`src/hdl/pfcrc_pkg.sv`:
```
// Shared types, constants and CRC-16 helpers for the packet framer.
package pfcrc_pkg;

    // Input beat: one payload byte with its packet marks
    typedef struct packed {
        logic [7:0] payload_byte;
        logic [7:0] packet_type;
        logic       first_flag;
        logic       last_flag;
    } item_t;

    // Output beat: one byte toward the serial line
    typedef struct packed {
        logic [7:0] line_byte;
        logic       frame_end;
    } line_t;

    // Position within the byte sequence one input beat produces
    typedef enum logic [2:0] {
        SL_SYNC1,
        SL_SYNC2,
        SL_TYPE,
        SL_DATA,
        SL_CRC_LO,
        SL_CRC_HI
    } slot_t;

    localparam logic [7:0]  SYNC_FIRST  = 8'hAA;
    localparam logic [7:0]  SYNC_SECOND = 8'h55;
    localparam logic [15:0] CRC_POLY    = 16'h1021;

    // Nibble lookup: CRC-16 (0x1021) remainder of a 4-bit index
    function automatic logic [15:0] nib_table(input logic [3:0] idx);
        logic [15:0] val;
        begin
            case (idx)
                4'h0:    val = 16'h0000;
                4'h1:    val = 16'h1021;
                4'h2:    val = 16'h2042;
                4'h3:    val = 16'h3063;
                4'h4:    val = 16'h4084;
                4'h5:    val = 16'h50A5;
                4'h6:    val = 16'h60C6;
                4'h7:    val = 16'h70E7;
                4'h8:    val = 16'h8108;
                4'h9:    val = 16'h9129;
                4'hA:    val = 16'hA14A;
                4'hB:    val = 16'hB16B;
                4'hC:    val = 16'hC18C;
                4'hD:    val = 16'hD1AD;
                4'hE:    val = 16'hE1CE;
                4'hF:    val = 16'hF1EF;
                default: val = 16'h0000;
            endcase
            return val;
        end
    endfunction

    // Fold one nibble into the CRC, MSB first
    function automatic logic [15:0] fold_nibble(input logic [15:0] crc,
                                                input logic [3:0]  nib);
        logic [15:0] shifted;
        begin
            shifted = {crc[11:0], 4'h0};
            return shifted ^ nib_table(crc[15:12] ^ nib);
        end
    endfunction

    // Fold a whole byte, high nibble first
    function automatic logic [15:0] fold_byte(input logic [15:0] crc,
                                              input logic [7:0]  b);
        logic [15:0] mid;
        begin
            mid = fold_nibble(crc, b[7:4]);
            return fold_nibble(mid, b[3:0]);
        end
    endfunction

endpackage

```
`src/hdl/pfcrc_crc.sv`:
```
// CRC seed register and running CRC-16 accumulator.
module pfcrc_crc (
    input  logic        clk,
    input  logic        rst_n,
    input  logic        seed_wr,
    input  logic [15:0] seed_data,
    input  logic        fold,
    input  logic        first,
    input  logic [7:0]  data,
    output logic [15:0] crc_folded
);

    logic [15:0] seed_reg;
    logic [15:0] crc_reg;
    logic [15:0] crc_base;

    // Seed register, written from the configuration port
    always_ff @(posedge clk or negedge rst_n)
    begin
        if (!rst_n)
        begin
            seed_reg <= '0;
        end
        else if (seed_wr)
        begin
            seed_reg <= seed_data;
        end
    end

    // A first byte restarts from the seed
    assign crc_base   = first ? seed_reg : crc_reg;
    assign crc_folded = pfcrc_pkg::fold_byte(crc_base, data);

    // Running CRC advances once per accepted beat
    always_ff @(posedge clk or negedge rst_n)
    begin
        if (!rst_n)
        begin
            crc_reg <= '0;
        end
        else if (fold)
        begin
            crc_reg <= crc_folded;
        end
    end

endmodule

```
`src/hdl/packet_framer_crc16.sv`:
```
// Top level of the byte packet framer with CRC-16 trailer.
// Takes one payload byte per beat and sends bytes toward the line, one per
// output beat. A plain payload byte yields one line byte; a byte marked
// first is preceded by 0xAA, 0x55 and the packet type; a byte marked last
// is followed by the CRC low byte and then the CRC high byte, which carries
// frame_end. The CRC (polynomial 0x1021, MSB first) is loaded from the seed
// register on each first byte. An input beat therefore yields 1 to 6 line
// bytes through the single-byte output register: 1 + 3*first + 2*last, so
// plain payload bytes stream at one per cycle with the line not
// stalling. The input register takes the next beat in the cycle its final
// line byte moves into the output register. The seed port is always ready.
module packet_framer_crc16 (
    input  logic                clk,
    input  logic                rst_n,
    input  logic                seed_valid,
    output logic                seed_ready,
    input  logic [15:0]         seed,
    input  logic                item_valid,
    output logic                item_stall,
    input  pfcrc_pkg::item_t    item,
    output logic                line_valid,
    input  logic                line_stall,
    output pfcrc_pkg::line_t    line
);

    pfcrc_pkg::item_t  stage_reg;
    logic [15:0]       crc_reg;
    logic              stage_valid_reg;
    pfcrc_pkg::slot_t  slot_reg;
    pfcrc_pkg::slot_t  slot_next;
    logic              line_valid_reg;
    pfcrc_pkg::line_t  line_reg;
    pfcrc_pkg::line_t  line_next;
    logic [15:0]       crc_folded;
    logic              item_acc;
    logic              emit;
    logic              stage_final;

    assign seed_ready = 1'b1;

    // CRC accumulator
    pfcrc_crc u_crc (
        .clk        (clk),
        .rst_n      (rst_n),
        .seed_wr    (seed_valid & seed_ready),
        .seed_data  (seed),
        .fold       (item_acc),
        .first      (item.first_flag),
        .data       (item.payload_byte),
        .crc_folded (crc_folded)
    );

    // Handshake control
    assign emit        = stage_valid_reg & (~line_valid_reg | ~line_stall);
    assign stage_final = (slot_reg == pfcrc_pkg::SL_CRC_HI) |
                         ((slot_reg == pfcrc_pkg::SL_DATA) & ~stage_reg.last_flag);
    assign item_stall  = stage_valid_reg & ~(emit & stage_final);
    assign item_acc    = item_valid & ~item_stall;

    // Next slot within the current beat's byte sequence
    always_comb
    begin
        case (slot_reg)
            pfcrc_pkg::SL_SYNC1:  slot_next = pfcrc_pkg::SL_SYNC2;
            pfcrc_pkg::SL_SYNC2:  slot_next = pfcrc_pkg::SL_TYPE;
            pfcrc_pkg::SL_TYPE:   slot_next = pfcrc_pkg::SL_DATA;
            pfcrc_pkg::SL_DATA:   slot_next = pfcrc_pkg::SL_CRC_LO;
            pfcrc_pkg::SL_CRC_LO: slot_next = pfcrc_pkg::SL_CRC_HI;
            default:              slot_next = pfcrc_pkg::SL_CRC_HI;
        endcase
    end

    // Line byte for the current slot
    always_comb
    begin
        line_next.frame_end = 1'b0;
        case (slot_reg)
            pfcrc_pkg::SL_SYNC1:  line_next.line_byte = pfcrc_pkg::SYNC_FIRST;
            pfcrc_pkg::SL_SYNC2:  line_next.line_byte = pfcrc_pkg::SYNC_SECOND;
            pfcrc_pkg::SL_TYPE:   line_next.line_byte = stage_reg.packet_type;
            pfcrc_pkg::SL_DATA:   line_next.line_byte = stage_reg.payload_byte;
            pfcrc_pkg::SL_CRC_LO: line_next.line_byte = crc_reg[7:0];
            pfcrc_pkg::SL_CRC_HI:
            begin
                line_next.line_byte = crc_reg[15:8];
                line_next.frame_end = 1'b1;
            end
            default:              line_next.line_byte = stage_reg.payload_byte;
        endcase
    end

    // Input register control
    always_ff @(posedge clk or negedge rst_n)
    begin
        if (!rst_n)
        begin
            stage_valid_reg <= 1'b0;
            slot_reg        <= pfcrc_pkg::SL_DATA;
        end
        else if (item_acc)
        begin
            stage_valid_reg <= 1'b1;
            slot_reg        <= item.first_flag ? pfcrc_pkg::SL_SYNC1 : pfcrc_pkg::SL_DATA;
        end
        else if (emit)
        begin
            stage_valid_reg <= ~stage_final;
            slot_reg        <= slot_next;
        end
    end

    // Input register payload, with the CRC after this byte
    always_ff @(posedge clk)
    begin
        if (item_acc)
        begin
            stage_reg <= item;
            crc_reg   <= crc_folded;
        end
    end

    // Output register control
    always_ff @(posedge clk or negedge rst_n)
    begin
        if (!rst_n)
        begin
            line_valid_reg <= 1'b0;
        end
        else if (emit)
        begin
            line_valid_reg <= 1'b1;
        end
        else if (!line_stall)
        begin
            line_valid_reg <= 1'b0;
        end
    end

    // Output register payload
    always_ff @(posedge clk)
    begin
        if (emit)
        begin
            line_reg <= line_next;
        end
    end

    assign line_valid = line_valid_reg;
    assign line       = line_reg;

    // A first byte always opens with the sync sequence
    a_first_starts_sync: assert property (@(posedge clk) disable iff (!rst_n)
        item_acc && item.first_flag |=> stage_valid_reg && slot_reg == pfcrc_pkg::SL_SYNC1)
        else $error("first byte did not start at sync slot");

    // Emitting the CRC high byte presents frame_end on the line
    a_crc_hi_ends_frame: assert property (@(posedge clk) disable iff (!rst_n)
        emit && slot_reg == pfcrc_pkg::SL_CRC_HI |=> line_valid_reg && line_reg.frame_end)
        else $error("CRC high byte without frame_end");

    // CRC slots only occur for a last byte
    a_crc_only_on_last: assert property (@(posedge clk) disable iff (!rst_n)
        stage_valid_reg && (slot_reg == pfcrc_pkg::SL_CRC_LO ||
                            slot_reg == pfcrc_pkg::SL_CRC_HI) |-> stage_reg.last_flag)
        else $error("CRC slot reached for a byte not marked last");

    // frame_end only appears on a valid beat that came from the CRC high slot
    a_end_from_crc_hi: assert property (@(posedge clk) disable iff (!rst_n)
        emit && slot_reg != pfcrc_pkg::SL_CRC_HI |=> !line_reg.frame_end)
        else $error("frame_end on a byte other than the CRC high byte");

endmodule
```
`config.mk`:
```
export PLATFORM = sky130hd
export DESIGN_NAME = packet_framer_crc16
export DESIGN_NICKNAME = d
export VERILOG_FILES = /design/src/hdl/pfcrc_pkg.sv /design/src/hdl/pfcrc_crc.sv /design/src/hdl/packet_framer_crc16.sv
export SDC_FILE = /design/constraint.sdc
export NUM_CORES = 1
export LEC_CHECK = 0
export BUFFER_PORTS_ARGS = -buffer_cell sky130_fd_sc_hd__buf_4
export CORE_ASPECT_RATIO = 1.75
export CORE_MARGIN = 4
export CORE_UTILIZATION = 35
export DETAILED_ROUTE_END_ITERATION = 7
export PLACE_DENSITY = 0.58
export SLEW_MARGIN = 20
export SYNTH_ARGS = -nofsm -noshare
export SYNTH_HDL_FRONTEND = slang
export SYNTH_SLANG_ARGS = --single-unit
```
`constraint.sdc`:
```
create_clock -name clk -period 3.5 [get_ports clk]
set_input_delay 0.35 -clock clk [delete_from_list [all_inputs] [get_ports clk]]
set_output_delay 0.35 -clock clk [all_outputs]
set_load 0.01 [all_outputs]
```
After elaboration in Yosys (flattened, before gate mapping)
Memory sizes are Yosys's and may differ from the RTL's. Cells that the tools add are included.

Muxes and demuxes: 11. Reductions and logical operators: 2. Bitwise gates (word level): 17. Eq/ne operators: 6.

Operators with widths (number): $pmux W8 S5 (1); $xor A16 B16 Y16 (2); $mux W16 (1); $pmux W3 S4 (1); $xor A4 B4 Y4 (2); $eq A3 B2 Y1 const B (2); $eq A3 B3 Y1 const B (2); $mux W3 (2); $not A1 Y1 (6); $and A1 B1 Y1 (5); $mux W1 (5); $eq A3 B1 Y1 const B (1); $logic_not A3 Y1 (1); $mux W2 (1); $ne A2 B1 Y1 const B (1); $or A1 B1 Y1 (2); $reduce_bool A2 Y1 (1).

Output and inout port bits: 12. Input bits: 39. Register bits: 79. Memories: 2. Word-level logic and storage cells: 49. Bits in read-only memories: 384.

Memories: (no name shown) (depth 16, bits a word 12, rd ports 1, clocked after Yosys merged registers in 0, wr ports 0, line pfcrc_pkg.sv:36) `case (idx)`; (no name shown) (depth 16, bits a word 12, rd ports 1, clocked after Yosys merged registers in 0, wr ports 0, line pfcrc_pkg.sv:36).

Depth between registers and ports, before layout
Word-level depth: 9. Depth in mapped cells: 8. Depth with buffers taken out: 6.

Modules after synthesis
From an unflattened synthesis, not the netlist that was laid out.

Cells, all modules: 245. Area, all modules: 3517.1 um2.

By module, submodules not included: packet_framer_crc16 (area each 1851.8 um2, times used 1, cells an instance 124, seq. area each 1388.8 um2); pfcrc_crc (area each 1665.3 um2, times used 1, cells an instance 121, seq. area each 800.8 um2).

Least setup slack after synthesis
OpenSTA, ideal clock, no wires.

Path kind: register to register. Start: reg slot_reg[1]. End: reg u_crc.crc_reg[10]. Cell stages (with the launch flop): 8. Data arrival time: 2088 ps. Slack: 1287 ps. Required time: 3375 ps. Clock period less this slack: 2213 ps. Path through: dfstp_2 -> clkbuf_1 -> a21oi_1 -> o21ai_0 -> nand2_1 -> inv_2 -> buf_4 -> mux2_2.

Longest elaborated chain between the ends: 8.

Ends and longest elaborated chain: start: declaration (line packet_framer_crc16.sv:29) `pfcrc_pkg::slot_t slot_reg;`; start signal: assignment (line packet_framer_crc16.sv:98) `slot_reg <= pfcrc_pkg::SL_DATA;`; start signal: assignment (line packet_framer_crc16.sv:103) `slot_reg <= item.first_flag ? pfcrc_pkg::SL_SYNC1 : pfcrc_pkg::SL_DATA;`; start signal: assignment (line packet_framer_crc16.sv:108) `slot_reg <= slot_next;`; $eq A3 B2 Y1 (line packet_framer_crc16.sv:56) `((slot_reg == pfcrc_pkg::SL_DATA) & ~stage_reg.last_flag);`; $and A1 B1 Y1 (line packet_framer_crc16.sv:56); $or A1 B1 Y1 * (line packet_framer_crc16.sv:55) `assign stage_final = (slot_reg == pfcrc_pkg::SL_CRC_HI) |`; $and A1 B1 Y1 * (line packet_framer_crc16.sv:57) `assign item_stall = stage_valid_reg & ~(emit & stage_final);`; $not A1 Y1 * (line packet_framer_crc16.sv:57); $and A1 B1 Y1 * (line packet_framer_crc16.sv:57); $not A1 Y1 * (line packet_framer_crc16.sv:58) `assign item_acc = item_valid & ~item_stall;`; $and A1 B1 Y1 * (line packet_framer_crc16.sv:58); via item_acc (line packet_framer_crc16.sv:35) `logic item_acc;`; end signal: assignment (line pfcrc_crc.sv:43) `crc_reg <= crc_folded;`; end: declaration (line pfcrc_crc.sv:14) `logic [15:0] crc_reg;`.

Mark *: on every way through the listed nets, which the timed path passes. The rest lies on a longest branch. A chain may end at the register's enable or synchronous reset.

Worst setup path in the final report
Start: reg slot_reg[2]. End: reg u_crc.crc_reg[4].

Longest elaborated chain between the ends: 8.

Ends and longest elaborated chain (line): $eq A3 B2 Y1 (packet_framer_crc16.sv:56); $and A1 B1 Y1 (packet_framer_crc16.sv:56); $or A1 B1 Y1 * (packet_framer_crc16.sv:55); $and A1 B1 Y1 * (packet_framer_crc16.sv:57); $not A1 Y1 * (packet_framer_crc16.sv:57); $and A1 B1 Y1 * (packet_framer_crc16.sv:57); $not A1 Y1 * (packet_framer_crc16.sv:58); $and A1 B1 Y1 * (packet_framer_crc16.sv:58).

Every way passes the cells marked *; elsewhere a longest branch is shown, timed or not.

==> impl_metrics.csv <==
group,metric,value,unit
outcome,status,"finished clean",
power_and_ir_drop,ir_drop,0.000377,V
power_and_ir_drop,power.leakage,1.69,nW
cts,cts_buffer_depth,2,
timing,timing.final.max_slew_violations,0,
min_path,hold_path_class,"primary input to register",
route,drc,0,
critical_path,end_kind,"register",
critical_path,cp_max_fo,47,
route,drt_pre_antenna_iters,4,
synthesis,ys_warn_count,0,
place,hpwl,4.60,mm
timing,fmax,0.411,GHz
layout,drive_above_1_share,35.7,%
synthesis,synth-seq-cells,79,
route,wire_per_inst,14.8,microns
floorplanning,die_h,139,microns
timing,tightest_slew,677,ps
synthesis,synthTopCellsByArea,"edfxtp_1 (36%), dfrtp_1 (25%), mux2_2 (10%)",
timing,rsz0062_at_grt,"no",
timing,final.setup.tns,0,ps
floorplanning,start_util,36.1,%
cts,cts.sinks,79,
layout,layout_commonest_cell,"buf_4",
floorplanning,dieArea,11600,sq um
timing,skew,4.34,ps
layout,area_growth,22.3,%
synthesis,synth-seq-area-share,63.3,%
synthesis,ys_async_sr_fraction,46.8,%
route,drt_iter0_drc,95,
synthesis,synth_edf_count,42,
layout,seq_area,2190,sq um
layout,n_antenna_cell,0,
route,vias,1935,
layout,num-nets-final,328,
timing,relSlewSlack,54.8,%
layout,fillers,877,
global_routing,antenna_found_initial,0,
cts,ctsHtreeMaxLevel,3,
synthesis,syn_inst,239,
floorplanning,core.rowCount,47,
critical_path,crit_required,3710,ps
synthesis,synth_top_area_share,36.5,%
layout,multi_input_area,1180,sq um
synthesis,synth_area,3460,sq um
power_and_ir_drop,switching_power,1.07,mW
timing,period_needed,2440,ps
timing,hold_viol_final,0,
route,wirelength,6.16,mm
power_and_ir_drop,cellPowerDensity,834,nW/um^2
cts,path_clk_slew,60,ps
power_and_ir_drop,seq_power_share,44.4,%
cts,clock_latency,330,ps
critical_path,worstPathArrival,2650,ps
global_routing,grt.total_usage,11.7,%
global_routing,grt_pass1_wl,10.5,mm
critical_path,critPathKind,"register to register",
critical_path,critPathLaunchType,"register",
cts,cts_buffers,9,
synthesis,avgSynthCellArea,14.5,sq um
power_and_ir_drop,swShare,30.2,%
synthesis,synth-main-ff-cell,"edfxtp_1",
timing,min_period_over_period,69.6,%
floorplanning,io_pins,51,
route,ant_nets,0,
power_and_ir_drop,internal_power,2.46,mW
timing,fin_hold_ws,197,ps
timing,final-setup-viol-count,0,
synthesis,synth_nets,278,
layout,largest_reg_flops,17,
floorplanning,core-area,9590,sq um
layout,final_cell_mix,"buf_4 (49), edfxtp_1 (42), dfrtp_1 (35)",
synthesis,yosys.area.top_type,"edfxtp_1",
power_and_ir_drop,pwr-share-comb,30.8,%
global_routing,grt_pass1_vias,2160,
job,cap_violations,0,
cts,clock-root-buffer,"clkbuf_16",
synthesis,synth_cell_types,34,
layout,final_util,44.1,%
global_routing,grt_start_max_net_pins,48,
global_routing,grt_overflow,0,
place,io_buffers,49,
route,via_per_inst,4.65,
place,finalWeightedCongestion,0.835,
floorplanning,dieWidth,83.1,microns
cts,cts_tree,"done",
power_and_ir_drop,clkPwrFrac,24.8,%
final cells by class:
type                    instances  share of cell area [%]
flip-flops and latches         79                    51.8
clock buffers                  11                    5.50
repair buffers                 51                    9.41
clock inverters                 5                    1.15
well taps                     122                    3.61
inverters                       7                   0.621
multi-input cells             141                    27.9
Yosys cell counts (all sizes together) (4+ instances only):
master,n
a21oi,17
buf,5
clkbuf,7
dfrtp,35
edfxtp,42
inv,6
mux2,32
mux2i,20
nand2,9
nor2,4
o21ai,12
o22ai,5
xnor2,19
xor2,7
critical path: stages, from the launching register on:
cell and delay, ps:
dfrtp_1 770, nor2b_1 250, a21oi_1 60, o21ai_0 280
nand2_1 160, inv_2 140, buf_12 260, mux2_2 370
layer usage:
metal | wire (microns) | GRT usage (%) | vias to the layer above
met5 | 0 | 0 | -
met4 | 194 | 7.84 | 0
met3 | 216 | 3.13 | 16
met2 | 3230 | 19.3 | 43
met1 | 2520 | 13.1 | 905
li1 | - | - | 971
stage by stage:
| step | setup WS, ps | total power, mW | area, sq um | cells |
|---|---|---|---|---|
| 2_1_floorplan | 1290 | 2.34 | 3460 | 239 |
| 3_3_place_gp | 1140 | 2.67 | 3940 | 399 |
| 3_5_place_dp | 1090 | 2.69 | 3940 | 399 |
| 4_1_cts | 1080 | 3.58 | 4230 | 416 |
| 5_1_grt | 856 | 3.76 | 4230 | 416 |
| 6_report | 1060 | 3.53 | 4230 | 416 |
timing repair:
action                    in CTS  in global routing
hold endpoints to repair      27                  0
setup buffers                  0                  0
gates resized for setup        0                  0
hold buffers                   1                  0
kinds of logic after synthesis:
group	synth area share [%]
muxes	16.3
xor gates and xnor gates	8.11
buffers and inverters	2.53
other	0.108
AOI/OAI and AO/OA	6.99
and+or+nand+nor	2.61
DFF	63.3
final timing paths:
check                                  from                 to  slack [ps]  cells after the start
hold / removal                      item[9]       stage_reg[9]         200                      1
setup / recovery                slot_reg[2]   u_crc.crc_reg[4]        1060                      7
min in group asynchronous             rst_n  u_crc.crc_reg[12]         520                      2
max in group asynchronous             rst_n        slot_reg[0]        2610                      2
setup reg to reg                slot_reg[2]   u_crc.crc_reg[4]        1060                      7
hold reg to reg            u_crc.crc_reg[1]   u_crc.crc_reg[1]         510                      1
power groups by stage:
stage,sequential (mW),clock (mW),combinational [mW]
2_1_floorplan,1.50,0,0.837
3_3_place_gp,1.57,0,1.09
3_5_place_dp,1.58,0,1.11
4_1_cts,1.56,0.911,1.11
5_1_grt,1.60,0.955,1.21
6_report,1.56,0.874,1.09
Power figures use the tool's default switching activity.
